[config.mk]
export PLATFORM = sky130hd
export DESIGN_NAME = lebm_assemble
export DESIGN_NICKNAME = d
export VERILOG_FILES = /design/src/rtl/lebm_pkg.sv /design/src/rtl/lebm_assemble.sv
export SDC_FILE = /design/constraint.sdc
export NUM_CORES = 1
export LEC_CHECK = 0
export BUFFER_PORTS_ARGS = -buffer_cell sky130_fd_sc_hd__buf_2
export CORE_AREA = 3 3 74 76
export DETAILED_ROUTE_END_ITERATION = 8
export DIE_AREA = 0 0 77 79
export SLEW_MARGIN = 20
export SYNTH_ARGS = -nofsm -noshare
export SYNTH_HDL_FRONTEND = slang
export SYNTH_SLANG_ARGS = --single-unit
[constraint.sdc]
create_clock -name vclk -period 5.2
set_input_delay 0.78 -clock vclk [all_inputs]
set_output_delay 0.78 -clock vclk [all_outputs]
set_load 0.01 [all_outputs]
[src/rtl/lebm_pkg.sv]
// ============================================================================
// lebm_pkg
// Shared constants, types and helper functions for the little-endian byte
// memory core.
// ============================================================================
package lebm_pkg;

  // Store geometry.
  localparam int MEM_BYTES  = 65536;
  localparam int MEM_AW     = $clog2(MEM_BYTES);
  localparam int LANES      = 4;
  localparam int LANE_AW    = 2;
  localparam int ROW_AW     = MEM_AW - LANE_AW;
  localparam int BANK_DEPTH = 1 << ROW_AW;

  // Field widths.
  localparam int ADDR_W = 32;
  localparam int DATA_W = 32;
  localparam int SIZE_W = 17;
  localparam int LIM_W  = (MEM_AW + 1 > SIZE_W + 1) ? MEM_AW + 1 : SIZE_W + 1;

  // Reset values and constants.
  localparam logic [7:0]        FILL_BYTE  = 8'hA5;
  localparam logic [SIZE_W-1:0] SIZE_RESET = SIZE_W'(65536);
  localparam logic [LIM_W-1:0]  ROUND_ADD  = LIM_W'(15);

  // Mode codes.
  localparam logic MODE_READ  = 1'b0;
  localparam logic MODE_WRITE = 1'b1;

  // Access size codes; the unused code decodes as a word.
  localparam logic [1:0] SZ_BYTE = 2'd0;
  localparam logic [1:0] SZ_HALF = 2'd1;
  localparam logic [1:0] SZ_WORD = 2'd2;

  // Command to one byte lane bank.
  typedef struct packed {
    logic              en;
    logic              we;
    logic [ROW_AW-1:0] row;
    logic [7:0]        wbyte;
  } lane_cmd_t;

  // Access information carried alongside the bank read.
  typedef struct packed {
    logic               is_write;
    logic               sx;
    logic [1:0]         size;
    logic [LANE_AW-1:0] lane_off;
    logic [LANES-1:0]   byte_ok;
    logic               oor;
  } acc_info_t;

  // Effective size: rounded up to a multiple of 16, limited to the store.
  function automatic logic [LIM_W-1:0] eff_limit(input logic [SIZE_W-1:0] size);
    logic [LIM_W-1:0] s;
    s = (LIM_W'(size) + ROUND_ADD) & ~ROUND_ADD;
    if (s > LIM_W'(MEM_BYTES)) begin
      s = LIM_W'(MEM_BYTES);
    end
    return s;
  endfunction

endpackage

[src/rtl/lebm_assemble.sv]
// ============================================================================
// lebm_assemble
// Rotates the lane read bytes into little-endian order, zeroes bytes that
// were out of range and applies sign extension.
// ============================================================================
module lebm_assemble (
  input  lebm_pkg::acc_info_t                      info,
  input  logic [lebm_pkg::LANES-1:0][7:0]          lane_bytes,
  output logic [lebm_pkg::DATA_W-1:0]              read_data
);

  logic [lebm_pkg::LANES-1:0][7:0]          byt;
  logic [lebm_pkg::LANES-1:0][lebm_pkg::LANE_AW-1:0] lane_of;
  logic [lebm_pkg::DATA_W-1:0]              raw;

  // Byte k of the result comes from lane (offset + k).
  always_comb begin
    for (int k = 0; k < lebm_pkg::LANES; k++) begin
      lane_of[k] = info.lane_off + lebm_pkg::LANE_AW'(k);
      byt[k]     = info.byte_ok[k] ? lane_bytes[lane_of[k]] : 8'h00;
    end
  end

  assign raw = byt;

  // Sign extension of byte and halfword reads; writes return zero.
  always_comb begin
    read_data = raw;
    if (info.is_write) begin
      read_data = '0;
    end else if (info.sx && (info.size == lebm_pkg::SZ_BYTE)) begin
      read_data = {{24{byt[0][7]}}, byt[0]};
    end else if (info.sx && (info.size == lebm_pkg::SZ_HALF)) begin
      read_data = {{16{byt[1][7]}}, byt[1], byt[0]};
    end
  end

endmodule

After elaboration in Yosys (flattened, before gate mapping)
Index checks and enable logic that the tools add are counted.
{"block": "word_totals", "output_inout_bits": 32, "ff_bits": 0, "input_bits": 43}
{"block": "classes", "addsub": 3, "n_reduce_logical": 3, "order_cmp": 4, "n_eq_ne": 1, "mux": 15}
{"operator": "32-bit 2-to-1 mux", "n": 3}
{"operator": "8-bit binary-select mux with 2-bit select", "n": 4}
{"operator": "8-bit 2-to-1 mux", "n": 8}
{"operator": "2-bit by 3-bit < comparator with 1-bit output, second input constant", "n": 4}
{"operator": "2-bit adder, second input constant", "n": 2}
{"operator": "2-bit by 1-bit adder with 2-bit output, second input constant", "n": 1}
{"operator": "2-bit by 1-bit == test with 1-bit output, second input constant", "n": 1}
{"operator": "1-bit logical AND", "n": 2}
{"operator": "2-bit logical NOT", "n": 1}

Depth between registers and ports, before layout
{"block": "logic_depth", "word_depth": 7, "mapped_depth": 6, "ltp_nobuf": 3}

Least setup slack after synthesis
OpenSTA, ideal clock, no wires.
{"block": "synth_path", "kind": "in2out", "from": "input info[6] in the netlist's numbering", "to": "output read_data[10] in the netlist's numbering", "path_buffers": 2, "slack_ns": 2.233, "arrival_time_ns": 2.187, "required_time_ns": 4.420, "stages": 5, "path_cell_list": "buf_6 > mux2_4 > a222oi_1 > buf_6 > nor2_1"}
{"block": "synth_between", "elab_chain_cells": 7}
{"item": "from (decl)", "line": "lebm_assemble.sv:7", "text": "input lebm_pkg::acc_info_t info,"}
{"item": "2-bit by 1-bit adder with 2-bit output", "line": "lebm_assemble.sv:19", "text": "lane_of[k] = info.lane_off + lebm_pkg::LANE_AW'(k);"}
{"item": "8-bit binary-select mux with 2-bit select", "line": "lebm_assemble.sv:20", "text": "byt[k] = info.byte_ok[k] ? lane_bytes[lane_of[k]] : 8'h00;"}
{"item": "8-bit 2-to-1 mux (implied by the code)", "line": "lebm_assemble.sv:20"}
{"item": "8-bit 2-to-1 mux", "line": "lebm_assemble.sv:20"}
{"item": "32-bit 2-to-1 mux", "line": "lebm_assemble.sv:33", "text": "end else if (info.sx && (info.size == lebm_pkg::SZ_HALF)) begin"}
{"item": "32-bit 2-to-1 mux *", "line": "lebm_assemble.sv:31", "text": "end else if (info.sx && (info.size == lebm_pkg::SZ_BYTE)) begin"}
{"item": "32-bit 2-to-1 mux *", "line": "lebm_assemble.sv:29", "text": "if (info.is_write) begin"}
{"item": "to (decl)", "line": "lebm_assemble.sv:9", "text": "output logic [lebm_pkg::DATA_W-1:0] read_data"}
Every way passes the cells marked *; elsewhere a longest branch is shown, timed or not. The select of a mux whose other input is x is not followed.

Worst setup path after layout
{"block": "layout_path", "from": "input info[6] in the netlist's numbering", "to": "output read_data[30] in the netlist's numbering"}
{"block": "layout_between", "elab_chain_cells": 7}
{"item": "2-bit adder or 2-bit by 1-bit adder with 2-bit output (tied branches)", "line": "lebm_assemble.sv:19"}
{"item": "8-bit binary-select mux with 2-bit select", "line": "lebm_assemble.sv:20"}
{"item": "8-bit 2-to-1 mux (implied by the code)", "line": "lebm_assemble.sv:20"}
{"item": "8-bit 2-to-1 mux", "line": "lebm_assemble.sv:20"}
{"item": "32-bit 2-to-1 mux", "line": "lebm_assemble.sv:33"}
{"item": "32-bit 2-to-1 mux *", "line": "lebm_assemble.sv:31"}
{"item": "32-bit 2-to-1 mux *", "line": "lebm_assemble.sv:29"}
Marks and branches as above.

==> out/metrics.yaml <==
run_status:
  status: "finished clean"
timing:
  final.period_utilization: 0.645
  worst_slack_ps: 1840
  rsz0062_at_grt: "false"
  tightest_slew_ps: 1030
  max_freq_mhz: 298
  finalHoldViolCount: 0
  period_minus_slack_ps: 3360
  drv_slew: 0
  setup_viol: 0
  final.setup.tns_ps: 0
  relSlewSlack: 0.311
die:
  rows: 25
  coreArea_um2: 4790
  die_w_um: 77
  io_pins: 75
  dieArea_um2: 6080
  dieHeight_um: 79
  start_util: 0.253
cells_and_area:
  mostFrequentLayoutCell: "buf_2"
  utilization: 0.335
  nClkBuffers: 0
  seq_area_um2: 0
  nets: 222
  n_sequential_cell: 0
  layout_common_cells: "buf_2, mux4_2, a21oi_1"
  area_delta_synth_final_pct: 32.2
  antenna_cells: 0
  drive_gt1_frac: 0.678
  fin_area_um2: 1600
placement:
  portBuffers: 74
  hpwlAfterDp_mm: 3.17
  dpl_cell_area_um2: 1600
  place_ws_ps: 1810
  gp_congestion: 0.685
synth:
  synth_cell_types: 26
  yosysSeqAreaShare: 0
  postSynthCellCount: 116
  synth.avg_cell_area_um2: 10.5
  synth_area_um2: 1210
  synth_nets: 159
  yosysWarningCount: 0
setup_path:
  arrival_ps: 2580
  start_kind: "input port"
  crit_start: "info[6]"
  endpoint_kind: "primary output"
  path_class: "in -> out"
  endpoint: "read_data[30]"
  worst-path-max-fanout: 19
  critPathRequiredTime_ps: 4420
detailed_routing:
  ant_nets: 0
  dr_wl_met3_um: 233
  route.met2.wl_mm: 1.89
  vias_per_cell: 5.32
  drc: 0
  dr.pass1.iters: 4
  met1Wirelength_mm: 1.90
  first_iter_violations: 60
  drt_wl_total_mm: 4.02
  routedWlPerCell_um: 16.5
  dr_total_vias: 1299
  top_layer: "met3"
power:
  power.density_nw_per_um2: 98.1
  p_leak_nw: 0.710
  ir_worst_vdd_mv: 0.0266
flow_run:
  max_cap_viol_count: 0
clock_network:
  post_cts_buffers: 0
  cts-resized-gates: 0
  hold_buffers: 0
grt:
  grt.total_usage: 0.122
  antenna_found_initial: 0
  grt_pass1_vias: 1135
  grt_pass1_wl_mm: 6.07
  grt_max_degree: 35
  grt-ovfl-total: 0
hold_path:
  hold_class: "in -> out"
area by class of cell:
type | instances | area [um^2]
repair buffers | 77 | 393
inverters | 1 | 3.75
well taps | 67 | 83.8
fillers | 509 | 3180
multi-input cells | 99 | 1120
cells by family (layout without fill, tap and decap cells):
family | after synthesis | in the layout | share of synthesized area
mux | 33 | 33 | 0.591
simple gates | 39 | 39 | 0.202
compound gates | 27 | 27 | 0.125
buf+inv | 17 | 78 | 0.0815
cell usage after synthesis, drive strengths merged:
cell type   n  area, um^2
a222oi      1        10.0
clkbuf      6        25.0
a22o        1        8.76
and2        1        6.26
buf        10        70.1
nor3       16         105
nor2        8        37.5
inv         1        3.75
and3        7        43.8
a21oi      23         115
and3b       1        8.76
nor3b       2        15.0
or3b        1        8.76
mux2        3        37.5
nor2b       2        12.5
mux4       30         679
a221oi      2        17.5
nand3b      1        7.51
stage by stage:
step	std cells	hold WS, ps	total power, mW
finish	244	2020	0.157
floorplan	116	1730	0.104
detailed placement	244	2020	0.158
CTS	244	2020	0.159
global route	244	2040	0.172
global placement	244	2010	0.157
worst min-delay path by stage:
stage | start | endpoint | slack (ps) | cells after the start
2_1_floorplan | info[1] | read_data[0] | 1730 | 1
4_1_cts | info[3] | read_data[16] | 2020 | 4
6_report | info[3] | read_data[16] | 2020 | 4
3_3_place_gp | info[3] | read_data[17] | 2010 | 4
3_5_place_dp | info[3] | read_data[16] | 2020 | 4
5_1_grt | info[1] | read_data[4] | 2040 | 3
critical path, cell delays in order:
cell and delay, ps:
buf_2 320, buf_4 350, mux2_2 390, a221oi_2 220, buf_4 260, nor3_1 90
buf_2 150
metal layers:
metal	GRT usage	vias up
li1	-	615
met1	0.194	635
met2	0.193	49
met3	0.00567	0
met4	0	0
met5	0	-
report_power, final:
group | leakage, nW | switching, mW | internal [mW]
Sequential | 0 | 0 | 0
Clock | 0 | 0 | 0
Combinational | 0.710 | 0.0779 | 0.0792
Total | 0.710 | 0.0779 | 0.0792
No activity file was read; power rests on OpenSTA's default activity.
