File: config.mk
export PLATFORM = sky130hd
export DESIGN_NAME = lebm_issue
export DESIGN_NICKNAME = d
export VERILOG_FILES = /design/src/rtl/lebm_pkg.sv /design/src/rtl/lebm_issue.sv
export SDC_FILE = /design/constraint.sdc
export NUM_CORES = 1
export LEC_CHECK = 0
export BUFFER_PORTS_ARGS = -buffer_cell sky130_fd_sc_hd__buf_2
export CAP_MARGIN = 10
export CORE_ASPECT_RATIO = 2
export CORE_MARGIN = 2
export CORE_UTILIZATION = 38
export DETAILED_ROUTE_END_ITERATION = 7
export PLACE_DENSITY = 0.72
export SETUP_SLACK_MARGIN = 0.3
export SYNTH_ARGS = -nofsm -noshare
export SYNTH_HDL_FRONTEND = slang
export SYNTH_SLANG_ARGS = --single-unit
File: constraint.sdc
create_clock -name vclk -period 6.35
set_input_delay 0.3175 -clock vclk [all_inputs]
set_output_delay 0.3175 -clock vclk [all_outputs]
set_load 0.05 [all_outputs]
File: src/rtl/lebm_pkg.sv
// ============================================================================
// lebm_pkg
// Shared constants, types and helper functions for the little-endian byte
// memory core.
// ============================================================================
package lebm_pkg;

  // Store geometry.
  localparam int MEM_BYTES  = 65536;
  localparam int MEM_AW     = $clog2(MEM_BYTES);
  localparam int LANES      = 4;
  localparam int LANE_AW    = 2;
  localparam int ROW_AW     = MEM_AW - LANE_AW;
  localparam int BANK_DEPTH = 1 << ROW_AW;

  // Field widths.
  localparam int ADDR_W = 32;
  localparam int DATA_W = 32;
  localparam int SIZE_W = 17;
  localparam int LIM_W  = (MEM_AW + 1 > SIZE_W + 1) ? MEM_AW + 1 : SIZE_W + 1;

  // Reset values and constants.
  localparam logic [7:0]        FILL_BYTE  = 8'hA5;
  localparam logic [SIZE_W-1:0] SIZE_RESET = SIZE_W'(65536);
  localparam logic [LIM_W-1:0]  ROUND_ADD  = LIM_W'(15);

  // Mode codes.
  localparam logic MODE_READ  = 1'b0;
  localparam logic MODE_WRITE = 1'b1;

  // Access size codes; the unused code decodes as a word.
  localparam logic [1:0] SZ_BYTE = 2'd0;
  localparam logic [1:0] SZ_HALF = 2'd1;
  localparam logic [1:0] SZ_WORD = 2'd2;

  // Command to one byte lane bank.
  typedef struct packed {
    logic              en;
    logic              we;
    logic [ROW_AW-1:0] row;
    logic [7:0]        wbyte;
  } lane_cmd_t;

  // Access information carried alongside the bank read.
  typedef struct packed {
    logic               is_write;
    logic               sx;
    logic [1:0]         size;
    logic [LANE_AW-1:0] lane_off;
    logic [LANES-1:0]   byte_ok;
    logic               oor;
  } acc_info_t;

  // Effective size: rounded up to a multiple of 16, limited to the store.
  function automatic logic [LIM_W-1:0] eff_limit(input logic [SIZE_W-1:0] size);
    logic [LIM_W-1:0] s;
    s = (LIM_W'(size) + ROUND_ADD) & ~ROUND_ADD;
    if (s > LIM_W'(MEM_BYTES)) begin
      s = LIM_W'(MEM_BYTES);
    end
    return s;
  endfunction

endpackage

File: src/rtl/lebm_issue.sv
// ============================================================================
// lebm_issue
// Splits one access into per-byte addresses, checks each against the size in
// use and builds the command for each byte lane bank.
// ============================================================================
module lebm_issue (
  input  logic                             mode,
  input  logic [1:0]                       access_size,
  input  logic                             sign_extend,
  input  logic [lebm_pkg::ADDR_W-1:0]      address,
  input  logic [lebm_pkg::DATA_W-1:0]      write_data,
  input  logic [lebm_pkg::LIM_W-1:0]       limit,
  output lebm_pkg::lane_cmd_t [lebm_pkg::LANES-1:0] cmd,
  output lebm_pkg::acc_info_t              info
);

  logic [lebm_pkg::LANES-1:0]                       act;
  logic [lebm_pkg::LANES-1:0]                       ok;
  logic [lebm_pkg::LANES-1:0][lebm_pkg::ADDR_W-1:0] byte_addr;
  logic [lebm_pkg::LANES-1:0][lebm_pkg::LANE_AW-1:0] k_of;
  logic                                             oor;

  // Bytes touched by the access size.
  always_comb begin
    unique case (access_size)
      lebm_pkg::SZ_BYTE: act = 4'b0001;
      lebm_pkg::SZ_HALF: act = 4'b0011;
      default:           act = 4'b1111;
    endcase
  end

  // Per-byte address with 32-bit wrap and range check.
  always_comb begin
    oor = 1'b0;
    for (int k = 0; k < lebm_pkg::LANES; k++) begin
      byte_addr[k] = address + lebm_pkg::ADDR_W'(k);
      ok[k]        = act[k] && (byte_addr[k] < lebm_pkg::ADDR_W'(limit));
      oor          = oor | (act[k] & ~ok[k]);
    end
  end

  // Each lane serves the one byte whose address falls in it.
  always_comb begin
    for (int j = 0; j < lebm_pkg::LANES; j++) begin
      k_of[j]        = lebm_pkg::LANE_AW'(j) - address[lebm_pkg::LANE_AW-1:0];
      cmd[j].en      = ok[k_of[j]];
      cmd[j].we      = (mode == lebm_pkg::MODE_WRITE);
      cmd[j].row     = byte_addr[k_of[j]][lebm_pkg::MEM_AW-1:lebm_pkg::LANE_AW];
      cmd[j].wbyte   = write_data[{k_of[j], 3'b000} +: 8];
    end
  end

  assign info.is_write = (mode == lebm_pkg::MODE_WRITE);
  assign info.sx       = sign_extend;
  assign info.size     = access_size;
  assign info.lane_off = address[lebm_pkg::LANE_AW-1:0];
  assign info.byte_ok  = ok;
  assign info.oor      = oor;

endmodule

# Word level (Yosys, flattened, before mapping)
# Index checks and enable logic that the tools add are counted.
[totals] out_inout_bits=107 wordCells=53 in_bits=86 register_bits=0
[classes] eq_ne=1 n_shift=4 bitwise_logic=11 n_reduce_logical=5 n_lt_le_gt_ge=8 n_mux=17 add_sub_neg=7
[ops] cell="$bmux 32 s2" count=4
[ops] cell="$lt 32x18->1" count=4
[ops] cell="$shiftx 32x6->8" count=4
[ops] cell="$add 32x2->32 const B" count=2
[ops] cell="$mux 16" count=4
[ops] cell="$add 32x1->32 const B" count=1
[ops] cell="$lt 2x3->1 const B" count=4
[ops] cell="$bmux 1 s2" count=4
[ops] cell="$pmux 4 s2" count=1
[ops] cell="$and 1x1->1" count=4
[ops] cell="$logic_and 1x1->1" count=4
[ops] cell="$mux 1" count=4
[ops] cell="$not 1->1" count=4
[ops] cell="$sub 1x2->2 const A" count=2
[ops] cell="$sub 2x2->2 const A" count=2
[ops] cell="$or 1x1->1" count=3
[ops] cell="$eq 2x1->1 const B" count=1
[ops] cell="$logic_not 2->1" count=1

# Logic depth before layout (Yosys ltp)
[logic_depth] word_depth=8 ltp_mapped=18

# Worst setup path before layout
# Ideal clock, no wire load.
[synth_path] path_kind="input-to-output" from="input address[1] (netlist bit)" to="output cmd[23] (netlist bit)" setup_slack_ns=1.687 arrival_ns=4.346 required_time_ns=6.032 n_path_buf=2 stages=15 path_cell_list="ha_1 buf_2 nand4_1 or4_1 clkbuf_1 xnor2_1 ha_1 a211oi_1 o21ai_0 o211ai_1 o2111a_1 nand4_1 a2111oi_4 nand2_1 a32oi_1"
[synth_rtl] item="from (decl)" line_no="lebm_issue.sv:10" source="input logic [lebm_pkg::ADDR_W-1:0] address,"
[synth_rtl] item="to (decl)" line_no="lebm_issue.sv:13" source="output lebm_pkg::lane_cmd_t [lebm_pkg::LANES-1:0] cmd,"

==> impl_metrics.yaml <==
yosys:
  synth_top_family_by_area: "simple AND/OR/NAND/NOR gates"
  syn_area_per_cell_um2: 7.23
  netlist_top_cells_area: "ha_1, mux4_2, xnor2_1"
  yosysMostFrequentCell: "nor2_1"
  yosys.area.top_type: "ha_1"
  postSynthCellCount: 792
  synth.distinct_cells: 69
  yosysTopAreaCellShare: 0.157
  synthMuxAreaShare: 0.140
  ys_warn_count: 0
  seq_area_frac_synth: 0
  synthAdderAreaFrac: 0.157
  synthesis.nets: 950
  yosys.area_share.simple: 0.286
  synth_compound_area_frac: 0.201
  synth_commonest_cells: "nor2_1, nand2_1, ha_1"
  synthXorXnorAreaFrac: 0.125
  syn-cell-area_um2: 5730
power:
  peakVddDrop_uv: 94.8
  finalPower_mw: 0.667
  switching_share: 0.715
  pwr-share-clk: 0
  p_sw_mw: 0.477
  pwr-share-comb: 1.000
  power_density_nw_per_um2: 102
  intPower_mw: 0.190
  leakage_nw: 2.82
  p_seq_frac: 0
critical_path:
  startpoint: "address[0]"
  crit_path_end: "cmd[71]"
  cp-end-kind: "primary output"
  slowest_delay_ps: 740
  cp-start-kind: "primary input"
  crit_chain: "buf_4 > buf_4 > nand4_1 > or4_1 > xnor2_1 > ha_1 > a211oi_1 > o21ai_0 > o211ai_1 > o2111a_1 > nand4_1 > a2111oi_4 > nand2_1 > a32oi_1 > buf_2"
  path_max_fanout: 82
  critPathKind: "primary input to primary output"
  slowest_stage: "buf_4"
  cp_data_required_time_ps: 6030
  critPathArrivalTime_ps: 4890
floorplan:
  initial_core_util: 0.387
  placementRows: 63
  die_x_um: 90.8
  pin_count: 193
  core_area_um2: 14800
  chipHeight_um: 178
  die_area_um2: 16100
final_layout:
  nFlopsAndLatches: 0
  antenna_cells: 0
  fill_cells: 1635
  areaGrowthSynthToFinish_pct: 14.6
  fin_nets: 1066
  drive_gt1_frac: 0.275
  post-route-util: 0.443
  multi_input_area_um2: 5220
  nClkBuffers: 0
  regArea_um2: 0
sta:
  holdWs_ps: 635
  min_period_over_period: 0.820
  worstMarginPinSlew_ps: 1010
  fin_ws_ps: 1140
  hold_viol: 0
  relSlewSlack: 0.327
  slew_viol_final: 0
  fin_crit_ps: 5210
  setup_viol: 0
  timing.fmax_mhz: 192
  fin_tns_setup_ps: 0
  rsz0062_at_grt: "no"
drt:
  post_drt_wl_per_cell_um: 21.7
  totalWireLength_mm: 23.9
  ant_nets: 0
  drc_errors: 0
  vias: 6919
  drt_iter0_markers: 582
  drt_first_pass_iters: 6
  via_per_inst: 6.28
clocking:
  cts_setup_buffers: 0
  holdBufCountCts: 0
  cts.repair.resized: 0
job:
  maxCapViolations: 0
global_route:
  antenna_found_initial: 1
  grt_max_degree: 83
  gr-total-overflow: 0
  grt_pass1_vias: 6751
  grt_pass1_wl_mm: 36.4
  grtUsageTotal: 0.283
place:
  dp_slack_ps: 1190
  io_buffers: 185
  dpl.hpwl_mm: 19.5
  place.gp.congestion: 1.04
status:
  status: "finished, final reports clean"
hold_path:
  hold_path.class: "primary input to primary output"
-- routing by layer --
metal	vias to the layer above	routed length, um	GRT usage
met5	-	7	0
met4	2	2170	0.211
met3	122	1330	0.0276
met2	342	12500	0.524
met1	3289	7870	0.291
li1	3164	-	-
-- per-stage QoR --
stage | cells | cell area, um2
floorplan | 792 | 5730
global placement | 1101 | 6560
global route | 1101 | 6560
CTS | 1101 | 6560
finish | 1101 | 6560
detailed placement | 1101 | 6560
-- critical path: cells and delay by family --
family | cells | cell delay, ps
compound gates | 6 | 1230
fa+ha+maj | 1 | 320
simple gates | 4 | 1540
xor+xnor | 1 | 320
buf+inv | 3 | 1130
-- power groups by stage --
stage | Sequential, mW | Clock (mW) | Combinational [mW]
CTS | 0 | 0 | 0.664
global route | 0 | 0 | 0.711
global placement | 0 | 0 | 0.657
finish | 0 | 0 | 0.667
detailed placement | 0 | 0 | 0.662
floorplan | 0 | 0 | 0.502
-- layout make-up --
class	count	share of cell area
inverters	36	0.0206
repair buffers	190	0.147
multi-input cells	680	0.795
well taps	195	0.0372
-- kinds of logic (layout without fill, tap and decap cells) --
| group | Yosys count | after routing |
|---|---|---|
| simple gates | 310 | 310 |
| compound gates | 177 | 177 |
| buf+inv | 112 | 226 |
| xor+xnor | 82 | 82 |
| fa+ha+maj | 72 | 72 |
| mux | 39 | 39 |
-- cells in the final DEF (no fill, tap or decap), types with 7 or more instances in the layout --
master | Yosys | final
ha_1 | 72 | 71
and3_1 | 7 | 7
a21o_1 | 10 | 10
nand2_1 | 79 | 79
buf_2 | 15 | 184
xor2_1 | 32 | 32
or4_1 | 11 | 11
nor2_1 | 85 | 85
a211oi_1 | 11 | 11
nor3_1 | 21 | 21
and4_1 | 9 | 9
o21ai_0 | 43 | 43
a211o_1 | 7 | 7
nand4_1 | 34 | 34
mux4_2 | 33 | 33
nand3_1 | 16 | 16
nor4_1 | 12 | 12
a21oi_1 | 56 | 56
xnor2_1 | 50 | 50
inv_1 | 34 | 34
-- worst min-delay path by stage --
stage | start | slack, ps | end | cells past startpoint
2_1_floorplan | mode | 800 | cmd[22] | 1
3_3_place_gp | sign_extend | 640 | info[9] | 0
3_5_place_dp | sign_extend | 640 | info[9] | 0
4_1_cts | sign_extend | 640 | info[9] | 0
5_1_grt | sign_extend | 640 | info[9] | 0
6_report | sign_extend | 640 | info[9] | 0
No activity file was read; power rests on OpenSTA's default activity.
